--- src/hdl/uff_pkg.sv ---
// ----------------------------------------------------------------------------
// uff_pkg
// Types, widths, kind codes and the digit-to-ASCII helper for the field
// formatter.
// ----------------------------------------------------------------------------
package uff_pkg;

	localparam int OP_W    = 2;
	localparam int VALUE_W = 16;
	localparam int FW_W    = 4;
	localparam int CHAR_W  = 8;
	localparam int BCD_W   = 20;
	localparam int DIG_W   = 24;
	localparam int NDIG_W  = 3;

	localparam logic [FW_W-1:0] MAX_CHARS = 4'd9;

	typedef logic [OP_W-1:0] op_t;

	localparam op_t OP_DEC  = 2'd0;
	localparam op_t OP_OCT  = 2'd1;
	localparam op_t OP_HEX  = 2'd2;
	localparam op_t OP_CHAR = 2'd3;

	localparam logic [CHAR_W-1:0] CH_SPACE = 8'h20;
	localparam logic [CHAR_W-1:0] CH_ZERO  = 8'h30;
	localparam logic [CHAR_W-1:0] CH_ALPHA = 8'h57;

	function automatic logic [CHAR_W-1:0] ascii_digit(input logic [3:0] d);
		logic [CHAR_W-1:0] r;
		if (d < 4'd10) begin
			r = CH_ZERO + {4'h0, d};
		end else begin
			r = CH_ALPHA + {4'h0, d};
		end
		return r;
	endfunction

endpackage

--- src/hdl/uff_in_if.sv ---
// ----------------------------------------------------------------------------
// uff_in_if
// Request channel: one word carries a value and its formatting controls.
// ----------------------------------------------------------------------------
interface uff_in_if;
	logic                        valid;
	logic                        ready;
	logic [uff_pkg::OP_W-1:0]    op;
	logic [uff_pkg::VALUE_W-1:0] value;
	logic [uff_pkg::FW_W-1:0]    field_width;
	logic                        zero_pad;

	modport source (output valid, op, value, field_width, zero_pad, input ready);
	modport sink   (input valid, op, value, field_width, zero_pad, output ready);
endinterface

--- src/hdl/uff_out_if.sv ---
// ----------------------------------------------------------------------------
// uff_out_if
// Character channel: one word carries one ASCII character and a last flag.
// ----------------------------------------------------------------------------
interface uff_out_if;
	logic                       valid;
	logic                       ready;
	logic [uff_pkg::CHAR_W-1:0] out_char;
	logic                       last;

	modport source (output valid, out_char, last, input ready);
	modport sink   (input valid, out_char, last, output ready);
endinterface

--- src/hdl/uff_bcd.sv ---
// ----------------------------------------------------------------------------
// uff_bcd
// Bit-serial binary to BCD converter using shift and add-three, one input
// bit per cycle.
// ----------------------------------------------------------------------------
module uff_bcd (
	input  logic                        clk,
	input  logic                        arst_n,
	input  logic                        start,
	input  logic [uff_pkg::VALUE_W-1:0] value,
	output logic                        done,
	output logic [uff_pkg::BCD_W-1:0]   bcd
);
	import uff_pkg::*;

	logic [BCD_W-1:0]   bcd_q;
	logic [BCD_W-1:0]   adj;
	logic [VALUE_W-1:0] bin_q;
	logic [3:0]         cnt_q;
	logic               busy_q;
	logic               done_q;

	always_comb begin
		for (int i = 0; i < BCD_W / 4; i++) begin
			if (bcd_q[i*4 +: 4] >= 4'd5) begin
				adj[i*4 +: 4] = bcd_q[i*4 +: 4] + 4'd3;
			end else begin
				adj[i*4 +: 4] = bcd_q[i*4 +: 4];
			end
		end
	end

	always_ff @(posedge clk or negedge arst_n) begin
		if (!arst_n) begin
			busy_q <= 1'b0;
			done_q <= 1'b0;
			cnt_q  <= '0;
		end else begin
			done_q <= 1'b0;
			if (start) begin
				busy_q <= 1'b1;
				cnt_q  <= '0;
			end else if (busy_q) begin
				cnt_q <= cnt_q + 4'd1;
				if (cnt_q == 4'd15) begin
					busy_q <= 1'b0;
					done_q <= 1'b1;
				end
			end
		end
	end

	always_ff @(posedge clk) begin
		if (start) begin
			bcd_q <= '0;
			bin_q <= value;
		end else if (busy_q) begin
			bcd_q <= {adj[BCD_W-2:0], bin_q[VALUE_W-1]};
			bin_q <= {bin_q[VALUE_W-2:0], 1'b0};
		end
	end

	assign done = done_q;
	assign bcd  = bcd_q;

endmodule

--- src/hdl/unsigned_field_formatter.sv ---
// ----------------------------------------------------------------------------
// unsigned_field_formatter
// Formats a 16-bit value as a decimal, octal, hex or character field with
// left padding, one ASCII character per output word.
// ----------------------------------------------------------------------------
// Sequence: a decimal word first passes through the serial BCD unit, then
// every kind drops its suppressed leading zeros, then emits its pad and digit
// characters one per output word. Octal, hex and character skip the
// conversion. Words are taken one at a time: a new word is accepted only once
// the last character of the previous word has been issued.
// Reset clears the sequencer and the output valid flag; data is not reset.
module unsigned_field_formatter (
	input  logic clk,
	input  logic arst_n,
	uff_in_if.sink    din,
	uff_out_if.source dout
);
	import uff_pkg::*;

	localparam logic [1:0] ST_IDLE = 2'd0;
	localparam logic [1:0] ST_CONV = 2'd1;
	localparam logic [1:0] ST_SKIP = 2'd2;
	localparam logic [1:0] ST_EMIT = 2'd3;

	logic [1:0]        state_q;
	logic [DIG_W-1:0]  dig_q;
	logic [NDIG_W-1:0] ndig_q;
	logic [FW_W-1:0]   width_q;
	logic [FW_W-1:0]   padcnt_q;
	logic              zero_pad_q;
	logic              is_char_q;
	logic [CHAR_W-1:0] char_q;
	logic              ovalid_q;
	logic [CHAR_W-1:0] out_char_q;
	logic              last_q;

	logic              accept;
	logic              advance;
	logic              bcd_done;
	logic [BCD_W-1:0]  bcd;
	logic [FW_W-1:0]   ndig_ext;
	logic [CHAR_W-1:0] next_char;
	logic              next_last;

	uff_bcd u_bcd (
		.clk    (clk),
		.arst_n (arst_n),
		.start  (accept && din.op == OP_DEC),
		.value  (din.value),
		.done   (bcd_done),
		.bcd    (bcd)
	);

	assign din.ready = (state_q == ST_IDLE);
	assign accept    = din.valid && din.ready;
	assign advance   = (state_q == ST_EMIT) && (!ovalid_q || dout.ready);
	assign ndig_ext  = {1'b0, ndig_q};

	always_comb begin
		if (padcnt_q != '0) begin
			next_char = zero_pad_q ? CH_ZERO : CH_SPACE;
			next_last = 1'b0;
		end else begin
			next_char = is_char_q ? char_q : ascii_digit(dig_q[DIG_W-1 -: 4]);
			next_last = (ndig_q == 3'd1);
		end
	end

	always_ff @(posedge clk or negedge arst_n) begin
		if (!arst_n) begin
			state_q  <= ST_IDLE;
			ovalid_q <= 1'b0;
		end else begin
			if (advance) begin
				ovalid_q <= 1'b1;
			end else if (dout.ready) begin
				ovalid_q <= 1'b0;
			end
			unique case (state_q)
				ST_IDLE: begin
					if (accept) begin
						state_q <= (din.op == OP_DEC) ? ST_CONV : ST_SKIP;
					end
				end
				ST_CONV: begin
					if (bcd_done) begin
						state_q <= ST_SKIP;
					end
				end
				ST_SKIP: begin
					if (!(ndig_q > 3'd1 && dig_q[DIG_W-1 -: 4] == 4'd0)) begin
						state_q <= ST_EMIT;
					end
				end
				ST_EMIT: begin
					if (advance && next_last) begin
						state_q <= ST_IDLE;
					end
				end
				default: state_q <= ST_IDLE;
			endcase
		end
	end

	always_ff @(posedge clk) begin
		if (accept) begin
			width_q    <= (din.field_width > MAX_CHARS) ? MAX_CHARS : din.field_width;
			zero_pad_q <= din.zero_pad;
			is_char_q  <= (din.op == OP_CHAR);
			char_q     <= din.value[CHAR_W-1:0];
			unique case (din.op)
				OP_OCT: begin
					dig_q  <= {3'b0, din.value[15], 1'b0, din.value[14:12],
						1'b0, din.value[11:9], 1'b0, din.value[8:6],
						1'b0, din.value[5:3], 1'b0, din.value[2:0]};
					ndig_q <= 3'd6;
				end
				OP_HEX: begin
					dig_q  <= {din.value, 8'h00};
					ndig_q <= 3'd4;
				end
				OP_CHAR: begin
					dig_q  <= '0;
					ndig_q <= 3'd1;
				end
				default: begin
					dig_q  <= '0;
					ndig_q <= 3'd5;
				end
			endcase
		end else if (state_q == ST_CONV && bcd_done) begin
			dig_q <= {bcd, 4'h0};
		end else if (state_q == ST_SKIP) begin
			if (ndig_q > 3'd1 && dig_q[DIG_W-1 -: 4] == 4'd0) begin
				dig_q  <= {dig_q[DIG_W-5:0], 4'h0};
				ndig_q <= ndig_q - 3'd1;
			end else begin
				padcnt_q <= (width_q > ndig_ext) ? width_q - ndig_ext : '0;
			end
		end else if (advance) begin
			out_char_q <= next_char;
			last_q     <= next_last;
			if (padcnt_q != '0) begin
				padcnt_q <= padcnt_q - 4'd1;
			end else begin
				dig_q  <= {dig_q[DIG_W-5:0], 4'h0};
				ndig_q <= ndig_q - 3'd1;
			end
		end
	end

	assign dout.valid    = ovalid_q;
	assign dout.out_char = out_char_q;
	assign dout.last     = last_q;

endmodule
--- src/flat_wrapper.sv ---
// flat-port wrapper written by rule: the top's interface ports become plain ports
module unsigned_field_formatter_flat import uff_pkg::*;
  (clk, arst_n, din_valid, din_op, din_value, din_field_width, din_zero_pad, din_ready, dout_valid, dout_out_char, dout_last, dout_ready);
  uff_in_if din_i ();
  uff_out_if dout_i ();
  input  logic clk;
  input  logic arst_n;
  input wire logic [$bits(din_i.valid)-1:0] din_valid;
  input wire logic [$bits(din_i.op)-1:0] din_op;
  input wire logic [$bits(din_i.value)-1:0] din_value;
  input wire logic [$bits(din_i.field_width)-1:0] din_field_width;
  input wire logic [$bits(din_i.zero_pad)-1:0] din_zero_pad;
  output wire logic [$bits(din_i.ready)-1:0] din_ready;
  output wire logic [$bits(dout_i.valid)-1:0] dout_valid;
  output wire logic [$bits(dout_i.out_char)-1:0] dout_out_char;
  output wire logic [$bits(dout_i.last)-1:0] dout_last;
  input wire logic [$bits(dout_i.ready)-1:0] dout_ready;
  assign din_i.valid = din_valid;
  assign din_i.op = din_op;
  assign din_i.value = din_value;
  assign din_i.field_width = din_field_width;
  assign din_i.zero_pad = din_zero_pad;
  assign din_ready = din_i.ready;
  assign dout_valid = dout_i.valid;
  assign dout_out_char = dout_i.out_char;
  assign dout_last = dout_i.last;
  assign dout_i.ready = dout_ready;
  unsigned_field_formatter u_core (.clk(clk), .arst_n(arst_n), .din(din_i), .dout(dout_i));
endmodule
--- config.mk ---
export PLATFORM = sky130hd
export DESIGN_NAME = unsigned_field_formatter_flat
export DESIGN_NICKNAME = d
export VERILOG_FILES = /design/src/hdl/uff_pkg.sv /design/src/hdl/uff_in_if.sv /design/src/hdl/uff_out_if.sv /design/src/hdl/uff_bcd.sv /design/src/hdl/unsigned_field_formatter.sv /design/src/flat_wrapper.sv
export SDC_FILE = /design/constraint.sdc
export NUM_CORES = 1
export LEC_CHECK = 0
export BUFFER_PORTS_ARGS = -buffer_cell sky130_fd_sc_hd__clkbuf_2
export CORE_MARGIN = 2
export CORE_UTILIZATION = 30
export DETAILED_ROUTE_END_ITERATION = 8
export GPL_ROUTABILITY_DRIVEN = 1
export SLEW_MARGIN = 5
export SYNTH_ARGS = -nofsm -noshare
export SYNTH_HDL_FRONTEND = slang
export SYNTH_SLANG_ARGS = --single-unit
--- constraint.sdc ---
create_clock -name clk -period 5.5 [get_ports clk]
set_input_delay 0.275 -clock clk [delete_from_list [all_inputs] [get_ports clk]]
set_output_delay 0.275 -clock clk [all_outputs]
set_load 0.05 [all_outputs]
==> results.toml <==
[run_status]
outcome = "finished, final reports clean"

[sta]
drv_slew = 0
layout_setup_ws_ns = 2.715
fin_tns_setup_ns = 0
fmax_mhz = 359.1
finClkSkew_ns = 0.006624
finalCriticalPeriod_ns = 2.785
finalCritPeriodShare = 0.5063
rsz0062_at_grt = "false"
finalSetupViolCount = 0
hold_viol = 0
slew_headroom = 0.2567
tightest_slew_ns = 1.112

[placement]
place_area_um2 = 5465
place_ws_ns = 2.712
dp_hpwl_um = 7811
port_buffers = 37
gp_congestion = 0.7902
dp.cells = 712

[critical_path]
crit_type = "flip-flop to flip-flop"
reg2reg_depth = 7
cpPeakStageDelay_ns = 0.61
crit_start = "u_core.state_q[0]$_DFFE_PN0P_"
worstReg2RegStart = "u_core.state_q[0]$_DFFE_PN0P_"
crit_path_end_kind = "flip-flop"
crit_path_top_delay_cell = "inv_2"
cp_max_fo = 43
timing.critical_path.mode_cell = "nand2_1"
worstPathRequired_ns = 5.71
path_cells = "inv_1 > ha_1 > nand2_1 > inv_2 > nand2_2 > nand2_1 > o21ai_1"
crit_arrival_ns = 3.00
worst-r2r-setup-slack_ns = 2.72
r2r-end = "u_core.u_bcd.bcd[1]$_SDFFE_PP0P_"
crit_path_end = "u_core.u_bcd.bcd[1]$_SDFFE_PP0P_"
crit_path_start_kind = "flip-flop"

[detailed_routing]
post_drt_wl_per_cell_um = 14.61
drcViolationCount = 0
num_vias = 3554
totalWireLength_um = 10650
drt_iter0_drc = 341
first_pass_iters = 5
postRouteAntennaNets = 0
via_per_inst = 4.875

[finish]
fin_cells = 729
drive_above_1_share = 0.1218
regArea_um2 = 2698
area_growth_pct = 12.60
multi_input_area_um2 = 2173
fin_area_um2 = 5748
layout.nets = 562
nFillCells = 1673
antenna_cells = 0

[logic_synthesis]
synth_largest_area_cell = "edfxtp_1"
synth_area_um2 = 5105
post_synth.cell_area_avg_um2 = 10.70
synth_edf_count = 69
synth_area_leaders = "edfxtp_1 41%, dfxtp_1 7.8%, ha_1 7.4%, nand2_1 5.2%, mux2i_1 5.1%"
synthFlopType = "edfxtp_1"
synth-seq-cells = 98
ys_types = 55
syn_inst = 477
async_reset_ff_frac = 0.09184
syn_nets = 535
yosysTopAreaCellShare = 0.4059
synth_warnings = 0
yosysSeqAreaShare = 0.5284

[global_routing]
grt_start_max_net_pins = 44
grt_pass1_wl_um = 17340
grt_pass1_vias = 3448
track_usage = 0.1216
grt.overflow.total = 0
antenna_found_initial = 0

[pwr]
power_mw = 3.263
vdd_drop_max_uv = 160.6
powerDensity_nw_per_um2 = 567.7
intPower_mw = 2.037
pwr-share-comb = 0.378
seqPwrFrac = 0.444
sw_frac_of_total = 0.3758
clockPowerShare = 0.178
p_switching_mw = 1.226
leakage_nw = 2.420

[clocking]
clk_pin_slew_ns = 0.06
h-tree-depth = 3
clockRootBuffer = "clkbuf_16"
cts_buffers = 9
cts_tree = "yes"
clockBufferDepth = 2
cts_resized = 0
clk_latency_ns = 0.34
cts.sinks = 98

[floorplan]
die_w_um = 134.4
start_util = 0.3078
pin_count = 38
core-area_um2 = 16580
core.rowCount = 47
die_height_um = 134.4
die_area_um2 = 18080

[flow_run]
drv_cap = 0

[hold_path]
whs_path_depth = 1
hold_path.class = "primary input to flip-flop"
[worst min-delay path by stage]
stage | from | endpoint
floorplan | arst_n | u_core.dout.valid$_DFFE_PN0P_
global placement | arst_n | u_core.u_bcd.cnt_q[3]$_DFFE_PN0P_
detailed placement | arst_n | u_core.u_bcd.cnt_q[3]$_DFFE_PN0P_
CTS | din_zero_pad | u_core.zero_pad_q$_DFFE_PP_
global route | din_zero_pad | u_core.zero_pad_q$_DFFE_PP_
finish | din_zero_pad | u_core.zero_pad_q$_DFFE_PP_
[worst max-delay path: cells and delay by family, from the launching register on]
kind            cells  cell delay, ns
simple gates        3            1.16
buf+inv             2            0.76
fa+ha+maj           1            0.20
flops               1            0.40
compound gates      1            0.13
[registers in the layout (all words and copies together) (netlist names), 2 cells and up]
signal / flops
u_core.dout.out_char: 8
u_core.u_bcd.bin_q: 16
u_core.u_bcd.cnt_q: 4
u_core.width_q: 4
u_core.padcnt_q: 4
u_core.dig_q: 23
u_core.state_q: 2
u_core.ndig_q: 3
u_core.char_q: 8
u_core.u_bcd.bcd: 20
[cells in the mapped netlist, types with 2 or more instances]
library cell,count
a22oi_1,10
clkbuf_1,9
a211o_1,2
mux2_1,4
buf_2,11
and2_1,2
buf_4,3
mux2i_1,26
nor2_1,21
o21ai_1,24
or3_1,6
inv_2,2
dfrtp_1,9
xor2_1,10
nand2b_1,12
ha_1,30
edfxtp_1,69
nand3b_1,5
o211ai_1,2
o21ai_0,9
nand3_1,10
o21a_1,4
and3_1,5
dfxtp_1,20
and3_2,2
nor3b_1,5
nand4_1,3
inv_1,28
nor2b_1,3
xnor2_1,8
o22ai_1,12
nand2_1,71
a211oi_1,2
a21oi_1,17
[power by group through the flow]
stage	clock [mW]	combinational, mW	sequential, mW
3_3_place_gp	0	1.19	1.45
3_5_place_dp	0	1.24	1.46
2_1_floorplan	0	0.953	1.43
5_1_grt	0.622	1.39	1.48
6_report	0.581	1.23	1.45
4_1_cts	0.594	1.25	1.45
[stage by stage]
| stage | utilization | hold slack (ns) |
|---|---|---|
| after floorplan | - | -0.02059 |
| after global routing | 0.3466 | 0.1269 |
| after CTS | 0.3466 | 0.1187 |
| final | 0.3466 | 0.1256 |
| after global placement | 0.3296 | 0.1606 |
| after detailed placement | 0.3296 | 0.1598 |
[kinds of logic (layout without fill, tap and decap cells)]
logic type      count (synthesis)  in the layout  synth area share
compound gates                 90             90            0.1086
xor+xnor                       18             18           0.03088
fa+ha+maj                      31             31           0.07745
buf+inv                        55             87           0.04583
flops                          98             98            0.5284
mux                            31             31           0.06201
simple gates                  154            154            0.1468
[area by class of cell]
type	count	area share
clock buffer	12	0.04288
clock inverter	4	0.004571
inverter	31	0.02068
multi-input combinational	324	0.3781
sequential	98	0.4693
tap	220	0.04789
timing repair buffer	40	0.03657
[metal layers]
layer | up-vias | GRT usage | wire length, um
li1 | 1740 | - | -
met1 | 1714 | 0.1579 | 4893
met2 | 84 | 0.2010 | 5077
met3 | 16 | 0.02381 | 488
met4 | 0 | 0.04561 | 189
met5 | - | 0 | 0
[layout by cell type (no fill, tap or decap), drive strengths merged, types with 2 or more instances in the layout]
cell	synthesis	final
a211o	2	2
edfxtp	69	69
nand3	10	10
ha	30	30
mux2i	26	26
nand4	3	3
inv	31	32
nand3b	5	5
a21oi	17	17
a211oi	2	2
mux2	5	5
or3	6	6
xnor2	8	8
xor2	10	10
nand2	72	72
a22oi	10	10
buf	15	2
o21ai	33	33
o211ai	2	2
and3	7	7
o21a	4	4
nand2b	12	12
and2	2	2
clkbuf	9	49
o22ai	12	12
nor2	22	22
dfrtp	9	9
nor2b	3	3
dfxtp	20	20
nor3b	6	6
clkinv	0	2
[what timing repair did]
item                      4_1_cts  5_1_grt
hold buffers                    1        0
hold endpoints to repair        9        0
setup buffers                   0        0
(Power assumes the default switching activity.)
